--- config.mk ---
export PLATFORM = sky130hd
export DESIGN_NAME = muon_track_hit_pattern_selector_core
export DESIGN_NICKNAME = d
export VERILOG_FILES = /design/src/hdl/mthps_pkg.sv /design/src/hdl/muon_track_hit_pattern_selector_core.sv /design/src/hdl/mthps_eval.sv
export SDC_FILE = /design/constraint.sdc
export NUM_CORES = 1
export LEC_CHECK = 0
export BUFFER_PORTS_ARGS = -buffer_cell sky130_fd_sc_hd__buf_2
export CAP_MARGIN = 20
export CORE_MARGIN = 2
export CORE_UTILIZATION = 51
export CTS_CLUSTER_SIZE = 28
export DETAILED_ROUTE_END_ITERATION = 6
export PLACE_DENSITY = 0.77
export SLEW_MARGIN = 20
export SYNTH_ARGS = -nofsm -noshare
export SYNTH_HDL_FRONTEND = slang
export SYNTH_SLANG_ARGS = --single-unit
--- constraint.sdc ---
create_clock -name i_clk -period 4.6 [get_ports i_clk]
set_input_delay 0.69 -clock i_clk [delete_from_list [all_inputs] [get_ports i_clk]]
set_output_delay 0.69 -clock i_clk [all_outputs]
set_load 0.01 [all_outputs]
--- src/hdl/mthps_pkg.sv ---
// ----------------------------------------------------------------------------
// mthps_pkg
// Shared types and constants of the muon track hit-pattern selector.
// ----------------------------------------------------------------------------
package mthps_pkg;

    // Default geometry of the muon system
    localparam int NUM_STATIONS_DEF = 5;
    localparam int NUM_REGIONS_DEF  = 4;

    // Field widths
    localparam int STATION_W  = 3;
    localparam int REGION_W   = 2;
    localparam int QUARTER_W  = 2;
    localparam int MOM_W      = 20;
    localparam int CHI2_W     = 16;
    localparam int CALO_W     = 16;
    localparam int MIN_ST_W   = 4;
    localparam int RMODE_W    = 7;
    localparam int OUT_CNT_W  = 3;

    // Configuration port
    localparam int CFG_IDX_W  = 3;
    localparam int CFG_DATA_W = 20;

    localparam logic [CFG_IDX_W-1:0] CFG_MOMENTUM_CUT = 3'd0;
    localparam logic [CFG_IDX_W-1:0] CFG_MIN_STATIONS = 3'd1;
    localparam logic [CFG_IDX_W-1:0] CFG_NO_OVERLAP   = 3'd2;
    localparam logic [CFG_IDX_W-1:0] CFG_CALO_CHECK   = 3'd3;
    localparam logic [CFG_IDX_W-1:0] CFG_CHI2_CUT     = 3'd4;
    localparam logic [CFG_IDX_W-1:0] CFG_REGION_MODE  = 3'd5;

    // Request codes
    localparam logic REQ_HIT   = 1'b0;
    localparam logic REQ_CLOSE = 1'b1;

    // Calorimeter acceptance, positions at z = 12750 mm
    localparam logic signed [CALO_W-1:0] CALO_X_LIMIT_MM = 16'sd3900;
    localparam logic signed [CALO_W-1:0] CALO_Y_LIMIT_MM = 16'sd3150;

    // Region mode codes
    localparam logic signed [RMODE_W-1:0] RMODE_OFF       = -7'sd1;
    localparam logic signed [RMODE_W-1:0] RMODE_SINGLE_HI = 7'sd3;
    localparam logic signed [RMODE_W-1:0] RMODE_ONE       = 7'sd10;
    localparam logic signed [RMODE_W-1:0] RMODE_TENS_2    = 7'sd20;
    localparam logic signed [RMODE_W-1:0] RMODE_TENS_3    = 7'sd30;
    localparam logic signed [RMODE_W-1:0] RMODE_TENS_END  = 7'sd40;

    localparam logic [OUT_CNT_W-1:0] OUT_CNT_MAX = 3'd7;
    localparam logic [MIN_ST_W-1:0]  MIN_ST_RST  = 4'd2;

    typedef struct packed {
        logic                       req_type;
        logic                       hit_is_muon;
        logic [STATION_W-1:0]       hit_station;
        logic [REGION_W-1:0]        hit_region;
        logic [QUARTER_W-1:0]       hit_quarter;
        logic [MOM_W-1:0]           momentum_mev;
        logic [CHI2_W-1:0]          chi2_per_dof_q8;
        logic signed [CALO_W-1:0]   calo_x_mm;
        logic signed [CALO_W-1:0]   calo_y_mm;
    } t_in_item;

    typedef struct packed {
        logic                       track_selected;
        logic [OUT_CNT_W-1:0]       a_side_stations;
        logic [OUT_CNT_W-1:0]       c_side_stations;
    } t_out_item;

    typedef struct packed {
        logic [MOM_W-1:0]           momentum_cut_mev;
        logic [MIN_ST_W-1:0]        min_stations;
        logic                       no_overlap_enable;
        logic                       calo_check_enable;
        logic [CHI2_W-1:0]          chi2_cut_q8;
        logic signed [RMODE_W-1:0]  region_mode;
    } t_cfg;

endpackage

--- src/hdl/muon_track_hit_pattern_selector_core.sv ---
// ----------------------------------------------------------------------------
// muon_track_hit_pattern_selector_core
// Collects the muon hit pattern of a track and applies the selection cuts.
// ----------------------------------------------------------------------------
// A track arrives as a run of hit items followed by one closing item. Every
// item is held in the input register and is then consumed: a muon hit
// sets its station bit (A side for quarters 0-1, C side for quarters 2-3) and
// its region bit, a closing item is evaluated against the configured cuts
// and its result is written to the output register, after which the hit
// masks are cleared for the next track. The block takes one item per cycle,
// and a closing item goes through the input and then the output register;
// throughput drops only while a finished result sits stalled in the output
// register and a closing item is waiting behind it. Hit items never produce
// a result. Configuration registers are written through the plain write port
// and must only change while no track is in flight.
module muon_track_hit_pattern_selector_core #(
    parameter int NUM_STATIONS = mthps_pkg::NUM_STATIONS_DEF,
    parameter int NUM_REGIONS  = mthps_pkg::NUM_REGIONS_DEF
) (
    input  logic                                  i_clk,
    input  logic                                  i_rst_n,
    // input items
    input  logic                                  i_valid,
    output logic                                  o_stall,
    input  mthps_pkg::t_in_item                   i_data,
    // result items
    output logic                                  o_valid,
    input  logic                                  i_stall,
    output mthps_pkg::t_out_item                  o_data,
    // configuration
    input  logic                                  i_cfg_wr_en,
    input  logic [mthps_pkg::CFG_IDX_W-1:0]       i_cfg_index,
    input  logic [mthps_pkg::CFG_DATA_W-1:0]      i_cfg_wdata
);

    mthps_pkg::t_cfg        r_cfg;
    mthps_pkg::t_cfg        n_cfg;
    logic                   r_in_vld;
    logic                   n_in_vld;
    mthps_pkg::t_in_item    r_in;
    logic [NUM_STATIONS-1:0] r_a_mask;
    logic [NUM_STATIONS-1:0] n_a_mask;
    logic [NUM_STATIONS-1:0] r_c_mask;
    logic [NUM_STATIONS-1:0] n_c_mask;
    logic [NUM_REGIONS-1:0]  r_region_mask;
    logic [NUM_REGIONS-1:0]  n_region_mask;
    logic                   r_out_vld;
    logic                   n_out_vld;
    mthps_pkg::t_out_item   r_out;
    mthps_pkg::t_out_item   eval_result;
    logic                   in_is_close;
    logic                   advance;
    logic                   load_in;

    // The held item retires unless it is a closing item and the output
    // register is full and stalled.
    assign in_is_close = (r_in.req_type == mthps_pkg::REQ_CLOSE);
    assign advance     = r_in_vld && (!in_is_close || !r_out_vld || !i_stall);
    assign o_stall     = r_in_vld && !advance;
    assign load_in     = i_valid && !o_stall;
    assign n_in_vld    = load_in || (r_in_vld && !advance);

    assign o_valid = r_out_vld;
    assign o_data  = r_out;

    mthps_eval #(
        .NUM_STATIONS (NUM_STATIONS),
        .NUM_REGIONS  (NUM_REGIONS)
    ) u_eval (
        .i_cfg         (r_cfg),
        .i_a_mask      (r_a_mask),
        .i_c_mask      (r_c_mask),
        .i_region_mask (r_region_mask),
        .i_item        (r_in),
        .o_result      (eval_result)
    );

    // Configuration writes
    always_comb begin
        n_cfg = r_cfg;
        if (i_cfg_wr_en) begin
            unique case (i_cfg_index)
                mthps_pkg::CFG_MOMENTUM_CUT:
                    n_cfg.momentum_cut_mev = i_cfg_wdata[mthps_pkg::MOM_W-1:0];
                mthps_pkg::CFG_MIN_STATIONS:
                    n_cfg.min_stations = i_cfg_wdata[mthps_pkg::MIN_ST_W-1:0];
                mthps_pkg::CFG_NO_OVERLAP:
                    n_cfg.no_overlap_enable = i_cfg_wdata[0];
                mthps_pkg::CFG_CALO_CHECK:
                    n_cfg.calo_check_enable = i_cfg_wdata[0];
                mthps_pkg::CFG_CHI2_CUT:
                    n_cfg.chi2_cut_q8 = i_cfg_wdata[mthps_pkg::CHI2_W-1:0];
                mthps_pkg::CFG_REGION_MODE:
                    n_cfg.region_mode = $signed(i_cfg_wdata[mthps_pkg::RMODE_W-1:0]);
                default: begin
                    // drop writes to unused indexes
                end
            endcase
        end
    end

    // Hit pattern update, cleared once a closing item retires
    always_comb begin
        n_a_mask      = r_a_mask;
        n_c_mask      = r_c_mask;
        n_region_mask = r_region_mask;
        if (advance) begin
            if (in_is_close) begin
                n_a_mask      = '0;
                n_c_mask      = '0;
                n_region_mask = '0;
            end else if (r_in.hit_is_muon) begin
                for (int s = 0; s < NUM_STATIONS; s++) begin
                    if (int'(r_in.hit_station) == s) begin
                        if (r_in.hit_quarter < 2'd2) begin
                            n_a_mask[s] = 1'b1;
                        end else begin
                            n_c_mask[s] = 1'b1;
                        end
                    end
                end
                for (int r = 0; r < NUM_REGIONS; r++) begin
                    if (int'(r_in.hit_region) == r) begin
                        n_region_mask[r] = 1'b1;
                    end
                end
            end
        end
    end

    // Output register: load on a retiring closing item, hold while stalled
    always_comb begin
        if (advance && in_is_close) begin
            n_out_vld = 1'b1;
        end else begin
            n_out_vld = r_out_vld && i_stall;
        end
    end

    // Control state
    always_ff @(posedge i_clk) begin
        if (!i_rst_n) begin
            r_cfg.momentum_cut_mev  <= '0;
            r_cfg.min_stations      <= mthps_pkg::MIN_ST_RST;
            r_cfg.no_overlap_enable <= 1'b0;
            r_cfg.calo_check_enable <= 1'b0;
            r_cfg.chi2_cut_q8       <= '0;
            r_cfg.region_mode       <= mthps_pkg::RMODE_OFF;
            r_in_vld                <= 1'b0;
            r_out_vld               <= 1'b0;
            r_a_mask                <= '0;
            r_c_mask                <= '0;
            r_region_mask           <= '0;
        end else begin
            r_cfg         <= n_cfg;
            r_in_vld      <= n_in_vld;
            r_out_vld     <= n_out_vld;
            r_a_mask      <= n_a_mask;
            r_c_mask      <= n_c_mask;
            r_region_mask <= n_region_mask;
        end
    end

    // Payload registers
    always_ff @(posedge i_clk) begin
        if (load_in) begin
            r_in <= i_data;
        end
        if (advance && in_is_close) begin
            r_out <= eval_result;
        end
    end

endmodule

--- src/hdl/mthps_eval.sv ---
// ----------------------------------------------------------------------------
// mthps_eval
// Track cut evaluation: station counts and all selection cuts on one track.
// ----------------------------------------------------------------------------
module mthps_eval #(
    parameter int NUM_STATIONS = mthps_pkg::NUM_STATIONS_DEF,
    parameter int NUM_REGIONS  = mthps_pkg::NUM_REGIONS_DEF
) (
    input  mthps_pkg::t_cfg           i_cfg,
    input  logic [NUM_STATIONS-1:0]   i_a_mask,
    input  logic [NUM_STATIONS-1:0]   i_c_mask,
    input  logic [NUM_REGIONS-1:0]    i_region_mask,
    input  mthps_pkg::t_in_item       i_item,
    output mthps_pkg::t_out_item      o_result
);

    localparam int CNT_W = $clog2(NUM_STATIONS + 1);
    localparam int RCNT_W = $clog2(NUM_REGIONS + 1);
    localparam int CMP_W = (CNT_W + 1 > mthps_pkg::MIN_ST_W) ? CNT_W + 1 : mthps_pkg::MIN_ST_W;

    logic [CNT_W-1:0]               na;
    logic [CNT_W-1:0]               nc;
    logic [CMP_W-1:0]               na_x;
    logic [CMP_W-1:0]               nc_x;
    logic [CMP_W-1:0]               min_x;
    logic [RCNT_W-1:0]              nreg;
    logic                           region_ok;
    logic                           other_hit;
    logic                           want_hit;
    logic                           above_top;
    logic [1:0]                     top;
    logic                           mom_ok;
    logic                           count_ok;
    logic                           overlap_ok;
    logic                           calo_ok;
    logic                           chi2_ok;
    logic signed [mthps_pkg::RMODE_W-1:0] mode;

    // Count distinct stations per side and distinct regions
    always_comb begin
        na   = '0;
        nc   = '0;
        nreg = '0;
        for (int s = 0; s < NUM_STATIONS; s++) begin
            na = na + CNT_W'(i_a_mask[s]);
            nc = nc + CNT_W'(i_c_mask[s]);
        end
        for (int r = 0; r < NUM_REGIONS; r++) begin
            nreg = nreg + RCNT_W'(i_region_mask[r]);
        end
    end

    assign na_x  = CMP_W'(na);
    assign nc_x  = CMP_W'(nc);
    assign min_x = CMP_W'(i_cfg.min_stations);
    assign mode  = i_cfg.region_mode;

    // Region cut
    always_comb begin
        other_hit = 1'b0;
        want_hit  = 1'b0;
        above_top = 1'b0;
        if (mode >= mthps_pkg::RMODE_TENS_3) begin
            top = 2'd3;
        end else if (mode >= mthps_pkg::RMODE_TENS_2) begin
            top = 2'd2;
        end else begin
            top = 2'd1;
        end
        for (int r = 0; r < NUM_REGIONS; r++) begin
            if (i_region_mask[r]) begin
                if (r == int'(mode)) begin
                    want_hit = 1'b1;
                end else begin
                    other_hit = 1'b1;
                end
                if (r > int'(top)) begin
                    above_top = 1'b1;
                end
            end
        end
        if (mode >= 7'sd0 && mode <= mthps_pkg::RMODE_SINGLE_HI) begin
            region_ok = want_hit && !other_hit;
        end else if (mode == mthps_pkg::RMODE_ONE) begin
            region_ok = (nreg <= RCNT_W'(1));
        end else if (mode > mthps_pkg::RMODE_ONE && mode < mthps_pkg::RMODE_TENS_END) begin
            region_ok = !above_top;
        end else begin
            region_ok = 1'b1;
        end
    end

    assign mom_ok   = (i_cfg.momentum_cut_mev == '0) ||
                      (i_item.momentum_mev >= i_cfg.momentum_cut_mev);
    assign count_ok = ((na_x + nc_x) >= min_x);
    assign overlap_ok = !i_cfg.no_overlap_enable ||
                        (((na != '0) != (nc != '0)) && ((na_x > min_x) || (nc_x > min_x)));
    // Reject only when outside both the x and the y limits
    assign calo_ok  = !i_cfg.calo_check_enable ||
                      !(((i_item.calo_x_mm > mthps_pkg::CALO_X_LIMIT_MM) ||
                         (i_item.calo_x_mm < -mthps_pkg::CALO_X_LIMIT_MM)) &&
                        ((i_item.calo_y_mm > mthps_pkg::CALO_Y_LIMIT_MM) ||
                         (i_item.calo_y_mm < -mthps_pkg::CALO_Y_LIMIT_MM)));
    assign chi2_ok  = (i_cfg.chi2_cut_q8 == '0) ||
                      (i_item.chi2_per_dof_q8 <= i_cfg.chi2_cut_q8);

    always_comb begin
        o_result.track_selected = mom_ok && region_ok && count_ok && overlap_ok &&
                                  calo_ok && chi2_ok;
        // Saturate reported counts at the output width
        o_result.a_side_stations = (na_x > CMP_W'(mthps_pkg::OUT_CNT_MAX)) ?
                                   mthps_pkg::OUT_CNT_MAX : mthps_pkg::OUT_CNT_W'(na_x);
        o_result.c_side_stations = (nc_x > CMP_W'(mthps_pkg::OUT_CNT_MAX)) ?
                                   mthps_pkg::OUT_CNT_MAX : mthps_pkg::OUT_CNT_W'(nc_x);
    end

endmodule

==> results.cfg <==
[outcome]
status = complete, no violations

[flow_run]
maxCapViolCount = 0

[global_routing]
grt.total_usage_pct = 20.9
grt_pass1_vias = 5034
grt_max_degree = 77
antenna_found_initial = 0
grt.overflow.total = 0
grt_pass1_wl_microns = 23300

[setup_path]
rr_worst_depth = 15
path_class = reg2reg
endpoint_kind = flip-flop
cp_num_buf_inv = 4
cp_cell_sequence = ha_1 > inv_1 > fa_1 > inv_1 > ha_1 > fa_1 > inv_1 > fa_1 > inv_1 > ha_1 > a21o_1 > a21o_1 > a21oi_1 > a21oi_1 > and4_1
critPathArrivalTime_ns = 3.99
rr_startpoint = r_c_mask[0]
cp_slowest_stage_delay_ns = 0.61
cp-start-kind = flip-flop
worst-path-max-fanout = 5
r2r_slack_ns = 0.77
critPathRequiredTime_ns = 4.77
r2r_end = o_data[6]
cpLargestDelayFamily = adder cells
cpMaxStageDelayCell = fa_1
cp_common_cell = inv_1

[route]
totalWireLength_microns = 14100
avgViaCountPerCell = 5.27
drt_iter0_markers = 297
antenna_left = 0
first_pass_iters = 4
wl_per_cell_microns = 15.0
dr_total_vias = 4926
drc = 0

[sta]
fin_skew_ns = 0.00823
period_share_pct = 83.2
fmax_mhz = 261
slew_violations = 0
hold_ws_ns = 0.437
setup_violations = 0
hold_viol = 0
relSlewSlack_pct = 36.1
rsz0062_at_grt = false
tns_ns = 0
fin_crit_ns = 3.83
tightest_slew_ns = 0.959
fin_ws_ns = 0.775

[cts]
cts_resized = 0
clkTransAtPathRegs_ns = 0.06
tritoncts = built
worstSkewPairLatency_ns = 0.42
cts_hold_buf = 0
root_buffer = clkbuf_16
postCtsSetupBuffers = 0
cts_buffers = 17
cts_sinks = 148
htreeDepth = 4
cts_max_path_buffers = 2

[synthesis]
synthesis.nets = 800
synth_cell_types = 51
synthArstFlopShare_pct = 0
synth_ff_type = edfxtp_1
synth_seq_cells = 148
synth-edff-count = 83
ys_warn_count = 0
ys_seq_area_share_pct = 56.0
syn_area_sq_um = 6780
syn_inst = 635
syn_avg_cell_area_sq_um = 10.7

[power]
peakVddDrop_v = 0.000282
p_leak_nw = 3.27
powerDensity_nw_per_um2 = 386

[finish]
fillers = 1044
layout-area-overhead-vs-synth_pct = 19.5
drive_above_1_share_pct = 19.0
most-common-layout-cells = buf_2 (112), nand2_1 (95), edfxtp_1 (83), inv_1 (67), dfxtp_1 (65)
layout_commonest_cell = buf_2
fin_nets = 911
diodes = 0

[placed_design]
place.gp.congestion = 0.823
pre_cts_slack_ns = 0.779
dpl.hpwl_microns = 10300
port_buffers = 112

[floorplanning]
num_rows = 42
die_width_microns = 119
io-pin-count = 114
dieArea_sq_um = 14200
coreArea_sq_um = 13100
fp.dieH_microns = 119
initial_utilization_pct = 51.8

[hold_path]
hp-start = i_data[33]
holdPathStages = 1
whs_endpoint = r_in[33]
hp-class = in2reg
## registers in the layout (all words and copies together), names as in the netlist
signal / cells
r_cfg: 49
in_is_close: 1
r_region_mask: 4
r_in_vld: 1
r_c_mask: 5
r_in: 75
o_data: 7
r_a_mask: 5
o_valid: 1
## cell type report
class                           count  area, sq um  area share, %
Clock buffer                       29          532           6.56
Tap cell                          176          220           2.72
Timing Repair Buffer              113          568           7.01
Inverter                           67          251           3.10
Multi-Input combinational cell    399         2670           33.0
Clock inverter                      3         65.1          0.803
Sequential cell                   148         3790           46.8
## report_power, final
part / switching (mW) / internal, mW / leakage [nW]
combinational: 0.135 / 0.112 / 1.65
sequential: 0.0304 / 1.46 / 1.33
clock: 0.496 / 0.889 / 0.291
## worst max-delay path by stage
stage | depth (start not counted) | start | slack (ns) | to
after floorplan | 15 | r_c_mask[0] | 1.01 | o_data[6]
after global placement | 15 | r_c_mask[0] | 0.88 | o_data[6]
after detailed placement | 15 | r_c_mask[0] | 0.78 | o_data[6]
after CTS | 15 | r_c_mask[0] | 0.77 | o_data[6]
after global routing | 15 | r_c_mask[0] | 0.58 | o_data[6]
final | 15 | r_c_mask[0] | 0.77 | o_data[6]
## layer usage
layer	track usage, %	up-vias	part of all wire, %
met2	35.8	126	51
li1	-	2446	-
met1	24.7	2327	42
met4	9.41	0	2.8
met5	0	-	0
met3	5.36	27	4.7
## kinds of logic (layout without fill, tap and decap cells)
kind of cell	Yosys count	count (layout)	synth area share [%]
compound gates	118	118	12.0
mux	3	3	0.443
buf+inv	88	212	4.91
simple gates	216	216	14.8
xor+xnor	2	2	0.258
flops	148	148	56.0
fa+ha+maj	60	60	11.6
## synth_stat cells (all sizes together) (2+ instances only)
master	n	area share [%]
ha	55	10
nor3	4	0.30
or4	3	0.39
edfxtp	83	37
and4	2	0.26
dfxtp	65	19
nor4	12	1.1
nand2	95	5.3
nand3	13	0.96
o21a	4	0.44
a21boi	37	4.1
inv	67	3.7
nor2	46	2.5
nand2b	4	0.37
and3	2	0.18
clkbuf	19	1.1
a21oi	26	1.9
a211oi	3	0.33
a31oi	6	0.55
fa	5	1.5
and2	2	0.18
o32ai	2	0.26
a2111oi	3	0.39
o211ai	5	0.55
xnor2	2	0.26
o31ai	3	0.54
nand4	15	1.4
nor2b	11	1.0
a21o	8	0.89
mux2i	3	0.44
buf	2	0.15
o21ai	13	0.96
## through the flow
step | total power, mW | instance area [sq um] | util [%] | std cells
2_1_floorplan | 1.66 | 6780 | - | 635
3_3_place_gp | 1.75 | 7500 | 57.3 | 903
3_5_place_dp | 1.76 | 7500 | 57.3 | 903
4_1_cts | 3.15 | 8100 | 61.9 | 935
5_1_grt | 3.25 | 8100 | 61.9 | 935
6_report | 3.12 | 8100 | 61.9 | 935
No activity file was read; power rests on OpenSTA's default activity.
